`src/hw/rtl/ptud_pkg.sv`:
```
// ----------------------------------------------------------------------------
// ptud_pkg: shared definitions for the polled timer microsecond delay block
// Widths, register codes, sequencer states and divider control types.
// ----------------------------------------------------------------------------
`default_nettype none

package ptud_pkg;

    localparam int COUNT_BITS = 32;                  // timer counter width, 16..64
    localparam int DIV_BITS   = COUNT_BITS + 1;      // divider width: step plus carry room
    localparam int CPU_BITS   = 16;                  // counts per microsecond
    localparam int PER_BITS   = 32;
    localparam int TV_BITS    = 32;
    localparam int USEC_BITS  = 32;
    localparam int CNT_BITS   = $clog2(DIV_BITS + 1);
    localparam int SUM_BITS   = ((DIV_BITS > USEC_BITS) ? DIV_BITS : USEC_BITS) + 1;
    localparam int CFG_IDX_BITS  = 1;
    localparam int CFG_DATA_BITS = 32;

    localparam logic [USEC_BITS-1:0] USEC_MAX = '1;

    localparam logic [CFG_IDX_BITS-1:0] CFG_COUNTS_PER_USEC   = 1'b0;
    localparam logic [CFG_IDX_BITS-1:0] CFG_COUNTS_PER_PERIOD = 1'b1;

    localparam logic FUNC_START  = 1'b0;
    localparam logic FUNC_SAMPLE = 1'b1;

    typedef enum logic [4:0] {
        ST_IDLE = 5'b00001,
        ST_LOAD = 5'b00010,
        ST_DIV  = 5'b00100,
        ST_ACC  = 5'b01000,
        ST_FIN  = 5'b10000
    } t_state;

    typedef struct packed {
        logic start;
    } t_div_ctl;

    typedef struct packed {
        logic busy;
        logic done;
    } t_div_sts;

endpackage

`default_nettype wire

```
`src/hw/rtl/polled_timer_usec_delay_top.sv`:
```
// ----------------------------------------------------------------------------
// polled_timer_usec_delay_top: busy-wait delay accumulator
// Turns successive down-counter readings into elapsed microseconds.
// ----------------------------------------------------------------------------
//  channel | direction | handshake                  | payload
//  in      | input     | i_in_valid / o_in_stall    | func, timer_value, target_usecs
//  out     | output    | o_out_valid / i_out_stall  | done_res, elapsed_usecs
//  cfg     | input     | i_cfg_valid / o_cfg_ready  | cfg_index, cfg_data
//
//  start transaction: idle, then the finish state, then the output register
//  sample transaction: load, divide, accumulate and finish states, then the
//    output register; the divider retires one quotient bit per cycle
//  one transaction at a time; the next is taken once the result is in the
//    output register, which holds it until the downstream stall drops
//  synchronous reset clears sequencer, accumulators and config defaults
// ----------------------------------------------------------------------------
`default_nettype none

module polled_timer_usec_delay_top (
    input  wire                                 i_clk,
    input  wire                                 i_rst_n,
    input  wire                                 i_in_valid,
    output logic                                o_in_stall,
    input  wire                                 i_func,
    input  wire [ptud_pkg::TV_BITS-1:0]         i_timer_value,
    input  wire [ptud_pkg::USEC_BITS-1:0]       i_target_usecs,
    output logic                                o_out_valid,
    input  wire                                 i_out_stall,
    output logic                                o_done_res,
    output logic [ptud_pkg::USEC_BITS-1:0]      o_elapsed_usecs,
    input  wire                                 i_cfg_valid,
    output logic                                o_cfg_ready,
    input  wire [ptud_pkg::CFG_IDX_BITS-1:0]    i_cfg_index,
    input  wire [ptud_pkg::CFG_DATA_BITS-1:0]   i_cfg_data
);
    import ptud_pkg::*;

    t_state                r_state;
    logic [CPU_BITS-1:0]   r_cpu;
    logic [PER_BITS-1:0]   r_cpp;
    logic [COUNT_BITS-1:0] r_prev;
    logic [CPU_BITS-1:0]   r_leftover;
    logic [USEC_BITS-1:0]  r_usecs;
    logic [USEC_BITS-1:0]  r_goal;
    logic [COUNT_BITS-1:0] r_step;
    logic [DIV_BITS-1:0]   r_whole;
    logic                  r_out_valid;
    logic                  r_done_res;
    logic [USEC_BITS-1:0]  r_elapsed;

    logic                  in_accept;
    logic                  out_load;
    logic [COUNT_BITS-1:0] cur;
    logic [COUNT_BITS-1:0] per;
    logic [COUNT_BITS-1:0] n_step;
    logic [CPU_BITS-1:0]   divisor;
    logic [CPU_BITS:0]     part;
    logic [CPU_BITS:0]     part_sub;
    logic                  carry;
    logic [SUM_BITS-1:0]   sum;
    logic                  sat;
    t_div_ctl              div_ctl;
    t_div_sts              div_sts;
    logic [DIV_BITS-1:0]   div_quo;
    logic [CPU_BITS-1:0]   div_rem;

    assign in_accept   = i_in_valid && (r_state == ST_IDLE);
    assign o_in_stall  = (r_state != ST_IDLE);
    assign o_cfg_ready = (r_state == ST_IDLE);
    assign out_load    = (r_state == ST_FIN) && (!r_out_valid || !i_out_stall);

    always_comb begin
        cur    = COUNT_BITS'(i_timer_value);
        per    = COUNT_BITS'(r_cpp);
        // reading above the previous one means the counter reloaded
        n_step = (r_prev < cur) ? (r_prev + (per - cur)) : (r_prev - cur);
        divisor = (r_cpu == '0) ? CPU_BITS'(1) : r_cpu;
        // remainder of the step plus leftover counts, folded back at most once
        part     = {1'b0, div_rem} + {1'b0, r_leftover};
        part_sub = part - {1'b0, divisor};
        carry    = part >= {1'b0, divisor};
        sum    = SUM_BITS'(r_usecs) + SUM_BITS'(r_whole);
        sat    = sum >= SUM_BITS'(USEC_MAX);
        div_ctl.start = (r_state == ST_LOAD);
    end

    ptud_div u_div (
        .i_clk       (i_clk),
        .i_rst_n     (i_rst_n),
        .i_ctl       (div_ctl),
        .i_dividend  (DIV_BITS'(r_step)),
        .i_divisor   (divisor),
        .o_sts       (div_sts),
        .o_quotient  (div_quo),
        .o_remainder (div_rem)
    );

    // sequencer
    always_ff @(posedge i_clk) begin
        if (!i_rst_n) begin
            r_state <= ST_IDLE;
        end else begin
            case (r_state)
                ST_IDLE: begin
                    if (in_accept) begin
                        r_state <= (i_func == FUNC_START) ? ST_FIN : ST_LOAD;
                    end
                end
                ST_LOAD: r_state <= ST_DIV;
                ST_DIV: begin
                    if (div_sts.done) begin
                        r_state <= ST_ACC;
                    end
                end
                ST_ACC: r_state <= ST_FIN;
                ST_FIN: begin
                    if (out_load) begin
                        r_state <= ST_IDLE;
                    end
                end
                default: r_state <= ST_IDLE;
            endcase
        end
    end

    // configuration and accumulators
    always_ff @(posedge i_clk) begin
        if (!i_rst_n) begin
            r_cpu      <= CPU_BITS'(1);
            r_cpp      <= '1;
            r_prev     <= '0;
            r_leftover <= '0;
            r_usecs    <= '0;
            r_goal     <= '0;
        end else begin
            if (i_cfg_valid && o_cfg_ready) begin
                case (i_cfg_index)
                    CFG_COUNTS_PER_USEC:   r_cpu <= i_cfg_data[CPU_BITS-1:0];
                    CFG_COUNTS_PER_PERIOD: r_cpp <= i_cfg_data[PER_BITS-1:0];
                    default: ;
                endcase
            end
            if (in_accept) begin
                r_prev <= cur;
                if (i_func == FUNC_START) begin
                    r_goal     <= i_target_usecs;
                    r_leftover <= '0;
                    r_usecs    <= '0;
                end
            end
            if ((r_state == ST_DIV) && div_sts.done) begin
                r_leftover <= carry ? part_sub[CPU_BITS-1:0] : part[CPU_BITS-1:0];
            end
            if (r_state == ST_ACC) begin
                r_usecs <= sat ? USEC_MAX : sum[USEC_BITS-1:0];
            end
        end
    end

    always_ff @(posedge i_clk) begin
        if (in_accept) begin
            r_step <= n_step;
        end
        if ((r_state == ST_DIV) && div_sts.done) begin
            r_whole <= div_quo + DIV_BITS'(carry);
        end
    end

    // output register
    always_ff @(posedge i_clk) begin
        if (!i_rst_n) begin
            r_out_valid <= 1'b0;
        end else if (out_load) begin
            r_out_valid <= 1'b1;
        end else if (!i_out_stall) begin
            r_out_valid <= 1'b0;
        end
    end

    always_ff @(posedge i_clk) begin
        if (out_load) begin
            r_done_res <= (r_usecs >= r_goal);
            r_elapsed  <= r_usecs;
        end
    end

    assign o_out_valid     = r_out_valid;
    assign o_done_res      = r_done_res;
    assign o_elapsed_usecs = r_elapsed;

`ifndef SYNTH
    a_div_done_in_div: assert property (@(posedge i_clk) disable iff (!i_rst_n)
        div_sts.done |-> (r_state == ST_DIV))
        else $error("divider finished outside the divide state");

    a_div_active: assert property (@(posedge i_clk) disable iff (!i_rst_n)
        (r_state == ST_DIV) |-> (div_sts.busy || div_sts.done))
        else $error("divider idle in the divide state");

    a_leftover_below_div: assert property (@(posedge i_clk) disable iff (!i_rst_n)
        (r_state == ST_ACC) |-> (r_leftover < divisor))
        else $error("leftover counts not below counts per microsecond");

    a_busy_after_accept: assert property (@(posedge i_clk) disable iff (!i_rst_n)
        in_accept |=> (r_state != ST_IDLE))
        else $error("sequencer idle right after a transaction");

    a_result_from_fin: assert property (@(posedge i_clk) disable iff (!i_rst_n)
        $rose(r_out_valid) |-> $past(r_state == ST_FIN))
        else $error("result raised outside the finish state");
`endif

endmodule

`default_nettype wire

```
`src/hw/rtl/ptud_div.sv`:
```
// ----------------------------------------------------------------------------
// ptud_div: radix-2 restoring divider
// One quotient bit per cycle; the divisor must hold steady while busy.
// ----------------------------------------------------------------------------
`default_nettype none

module ptud_div (
    input  wire                           i_clk,
    input  wire                           i_rst_n,
    input  wire ptud_pkg::t_div_ctl       i_ctl,
    input  wire [ptud_pkg::DIV_BITS-1:0]  i_dividend,
    input  wire [ptud_pkg::CPU_BITS-1:0]  i_divisor,
    output ptud_pkg::t_div_sts            o_sts,
    output logic [ptud_pkg::DIV_BITS-1:0] o_quotient,
    output logic [ptud_pkg::CPU_BITS-1:0] o_remainder
);
    import ptud_pkg::*;

    logic [DIV_BITS-1:0] r_quo, n_quo;
    logic [CPU_BITS-1:0] r_rem, n_rem;
    logic [CNT_BITS-1:0] r_cnt;
    logic                r_busy;
    logic                r_done;
    logic [CPU_BITS:0]   trial;
    logic [CPU_BITS:0]   diff;
    logic                ge;

    always_comb begin
        trial = {r_rem, r_quo[DIV_BITS-1]};
        ge    = trial >= {1'b0, i_divisor};
        diff  = trial - {1'b0, i_divisor};
        n_rem = ge ? diff[CPU_BITS-1:0] : trial[CPU_BITS-1:0];
        n_quo = {r_quo[DIV_BITS-2:0], ge};
    end

    always_ff @(posedge i_clk) begin
        if (!i_rst_n) begin
            r_busy <= 1'b0;
            r_done <= 1'b0;
            r_cnt  <= '0;
        end else begin
            r_done <= 1'b0;
            if (i_ctl.start) begin
                r_busy <= 1'b1;
                r_cnt  <= '0;
            end else if (r_busy) begin
                r_cnt <= r_cnt + 1'b1;
                if (r_cnt == CNT_BITS'(DIV_BITS - 1)) begin
                    r_busy <= 1'b0;
                    r_done <= 1'b1;
                end
            end
        end
    end

    always_ff @(posedge i_clk) begin
        if (i_ctl.start) begin
            r_quo <= i_dividend;
            r_rem <= '0;
        end else if (r_busy) begin
            r_quo <= n_quo;
            r_rem <= n_rem;
        end
    end

    assign o_sts.busy  = r_busy;
    assign o_sts.done  = r_done;
    assign o_quotient  = r_quo;
    assign o_remainder = r_rem;

endmodule

`default_nettype wire

```
`config.mk`:
```
export PLATFORM = sky130hd
export DESIGN_NAME = polled_timer_usec_delay_top
export DESIGN_NICKNAME = d
export VERILOG_FILES = /design/src/hw/rtl/ptud_pkg.sv /design/src/hw/rtl/polled_timer_usec_delay_top.sv /design/src/hw/rtl/ptud_div.sv
export SDC_FILE = /design/constraint.sdc
export NUM_CORES = 1
export LEC_CHECK = 0
export ABC_AREA = 1
export BUFFER_PORTS_ARGS = -buffer_cell sky130_fd_sc_hd__buf_2
export CAP_MARGIN = 20
export CORE_MARGIN = 3
export CORE_UTILIZATION = 63
export CTS_BUF_LIST = sky130_fd_sc_hd__clkbuf_8 sky130_fd_sc_hd__clkbuf_16
export DETAILED_ROUTE_END_ITERATION = 10
export PLACE_DENSITY_LB_ADDON = 0.1
export SLEW_MARGIN = 5
export SYNTH_ARGS = -nofsm -noshare
export SYNTH_HDL_FRONTEND = slang
export SYNTH_HIERARCHICAL = 1
export SYNTH_SLANG_ARGS = --single-unit
```
`constraint.sdc`:
```
create_clock -name i_clk -period 5.6 [get_ports i_clk]
set_clock_uncertainty 0.2 [all_clocks]
set_input_delay 0.84 -clock i_clk [delete_from_list [all_inputs] [get_ports i_clk]]
set_output_delay 0.84 -clock i_clk [all_outputs]
set_load 0.01 [all_outputs]
```
==> summary.txt <==
Outcome
  • Status: finished clean

STA
  • Min Tclk post-route: 5.254 ns
  • Least-Margin Pin Slew: 1.052 ns
  • Finish-stage setup viols: 0
  • Hold WS: 0.2567 ns
  • Max-slew violations: 0
  • Fin worst setup slack: 0.3460 ns
  • Final Cycle Share: 93.82%
  • Slew headroom: between 20% and 30%
  • Hold Vio Cnt, Final: 0
  • Max Clk Rate: 190.3 MHz
  • TNS Setup: 0 ns

Drt
  • Antenna Nets Post-Route: 0
  • Drt pass-1 iters: 5
  • WL/cell: 17.19 um
  • Iteration-0 DRC Markers: 1397
  • Vias post-DR: 21420
  • Vias per Instance: 5.632
  • DRC Markers: 0
  • Drt total wl: 65390 um

Placement
  • GPL Wtd Cong: 0.9895
  • Place WS: -0.02150 ns
  • Hpwl dp: around 51000 um
  • Placed insts: 3733
  • Dpl cell area: 0.02446 mm^2
  • IO Port Bufs: 138

Clock tree
  • Clock latency on the worst-skew pair: 0.56 ns
  • CTS Hold Bufs: 0
  • H-Tree Level Count: 2
  • Total clock sinks: 321
  • CTS root buf: clkbuf_16
  • Clk pin slew, worst setup/hold paths: 0.06 ns
  • Clock buffer depth: 3
  • TritonCTS Buffers: 37
  • TritonCTS clock tree: yes

Synthesis
  • Cells after Synth: about 3200
  • Synthesized cell area: 0.02348 mm^2
  • Post-Syn Nets: 3522
  • YS warnings: 6
  • Avg Cell Area, Syn: 7.330 um^2

Worst setup path
  • Slowest cell on crit path: fa_1
  • Most used cell, CP: nand2_1
  • Required @ worst endpoint: roughly 5.7 ns
  • Worst EP arrival: 5.36 ns
  • CP Capture Type: flop
  • Reg2Reg Depth: 28
  • WS Path Type: flop to flop
  • Setup crit start kind: flop
  • Max stage delay on crit path: between 0.3 and 0.4 ns
  • Critical Path Fanout Max: 4

Layout
  • Layout area overhead: 10.26%
  • Non-filler instance count after layout: 3804
  • Nets: roughly 3600
  • Final instance area: about 0.026 mm^2
  • Number of diodes: 0
  • Share of layout cells above drive strength 1: 12.29%

Floorplan
  • Die H: around 200 um
  • Site Rows: 70
  • Die X: 199.1 um
  • Core area: 0.03670 mm^2
  • Starting Density: 63.98%
  • Full die area: 0.03962 mm^2
  • IO Count: about 140

Global routing
  • Largest net degree at the start of global routing: a little over 90
  • Total GRT Usage: 32.64%
  • Global-route wire length before repair: 103000 um
  • Grt total ovfl: 0
  • Number of global-route vias before repair: 20240
  • Initial antenna violation count: 0

Worst hold path
  • Worst hold path type: flop to flop
  • Worst Hold Path Cells: 2

Flow run
  • Max-cap violations: 0

Power and ir drop
  • Peak supply drop: 0.4905 mV
  • Pleak: approximately 12 nW
  • Pwr/cell area: 362.1 mW/mm^2
==> critical path, delay by kind of cell (launching register included) <==
| family | cells | cell delay, ns |
|---|---|---|
| buf+inv | 4 | 0.34 |
| fa+ha+maj | 4 | 1.10 |
| flops | 1 | 0.36 |
| simple gates | 14 | 2.06 |
| compound gates | 4 | 0.66 |
| xor+xnor | 2 | 0.28 |
==> metrics by stage <==
step	utilization, %	power (mW)
floorplan	-	5.817
global placement	66.66	6.671
detailed placement	66.66	6.762
CTS	70.09	9.281
global route	70.54	10.02
finish	70.54	9.374
==> state kept, by name (all words and copies together) (netlist names) <==
| register | count |
|---|---|
| r_goal | 32 |
| o_out_valid | 1 |
| r_cpu | 16 |
| o_done_res | 1 |
| r_whole | 33 |
| r_state | 5 |
| r_usecs | 32 |
| u_div/o_quotient | 33 |
| r_prev | 32 |
| o_elapsed_usecs | 32 |
| u_div/r_busy | 1 |
| u_div/o_remainder | 16 |
| r_leftover | 16 |
| u_div/r_cnt | 6 |
| u_div/r_done | 1 |
| r_step | 32 |
| per | 32 |
==> area by class of cell <==
type,instances,area [um^2]
Multi-Input combinational cell,2238,13370
Clock inverter,22,221.5
Tap cell,468,585.6
Fill cell,3070,10810
Inverter,555,2083
Sequential cell,321,7737
Clock buffer,44,1033
Timing Repair Buffer,156,853.3
==> worst paths after layout <==
path                              from     endpoint  slack (ns)
setup / recovery  u_div/o_remainder[0]  r_whole[23]        0.35
hold / removal              r_goal[24]   r_goal[24]        0.26
setup reg to reg  u_div/o_remainder[0]  r_whole[23]        0.35
hold reg to reg             r_goal[24]   r_goal[24]        0.26
==> per-layer routing <==
| metal | global-route usage, % | wire length, um | vias up |
|---|---|---|---|
| met3 | 4.047 | 3519 | 151 |
| met4 | 15.36 | 3167 | 0 |
| met2 | 54.82 | 30730 | 711 |
| li1 | - | - | 10630 |
| met5 | 0 | 0 | - |
| met1 | 42.17 | 27970 | 9933 |
==> power by group <==
| group | internal (mW) | switching, mW | total, mW |
|---|---|---|---|
| sequential | 2.71 | 0.129 | 2.84 |
| combinational | 1.40 | 2.65 | 4.04 |
| clock | 1.50 | 0.991 | 2.49 |
==> layout by cell type (no fill, tap or decap), drive strengths merged, types with 68 or more instances in the layout <==
master	count
ha	180
dfxtp	190
o21ai	188
inv	559
nand2	854
nand3	164
nor2	182
a21oi	287
buf	156
xor2	68
edfxtp	131
==> timing repair <==
action | 4_1_cts | 5_1_grt
pin swaps | 0 | 4
setup endpoints to repair | 3 | 14
endpoints found under the hold margin | 0 | 0
buffers inserted | 0 | 1
resized for setup | 2 | 21
Power figures use the tool's default switching activity.
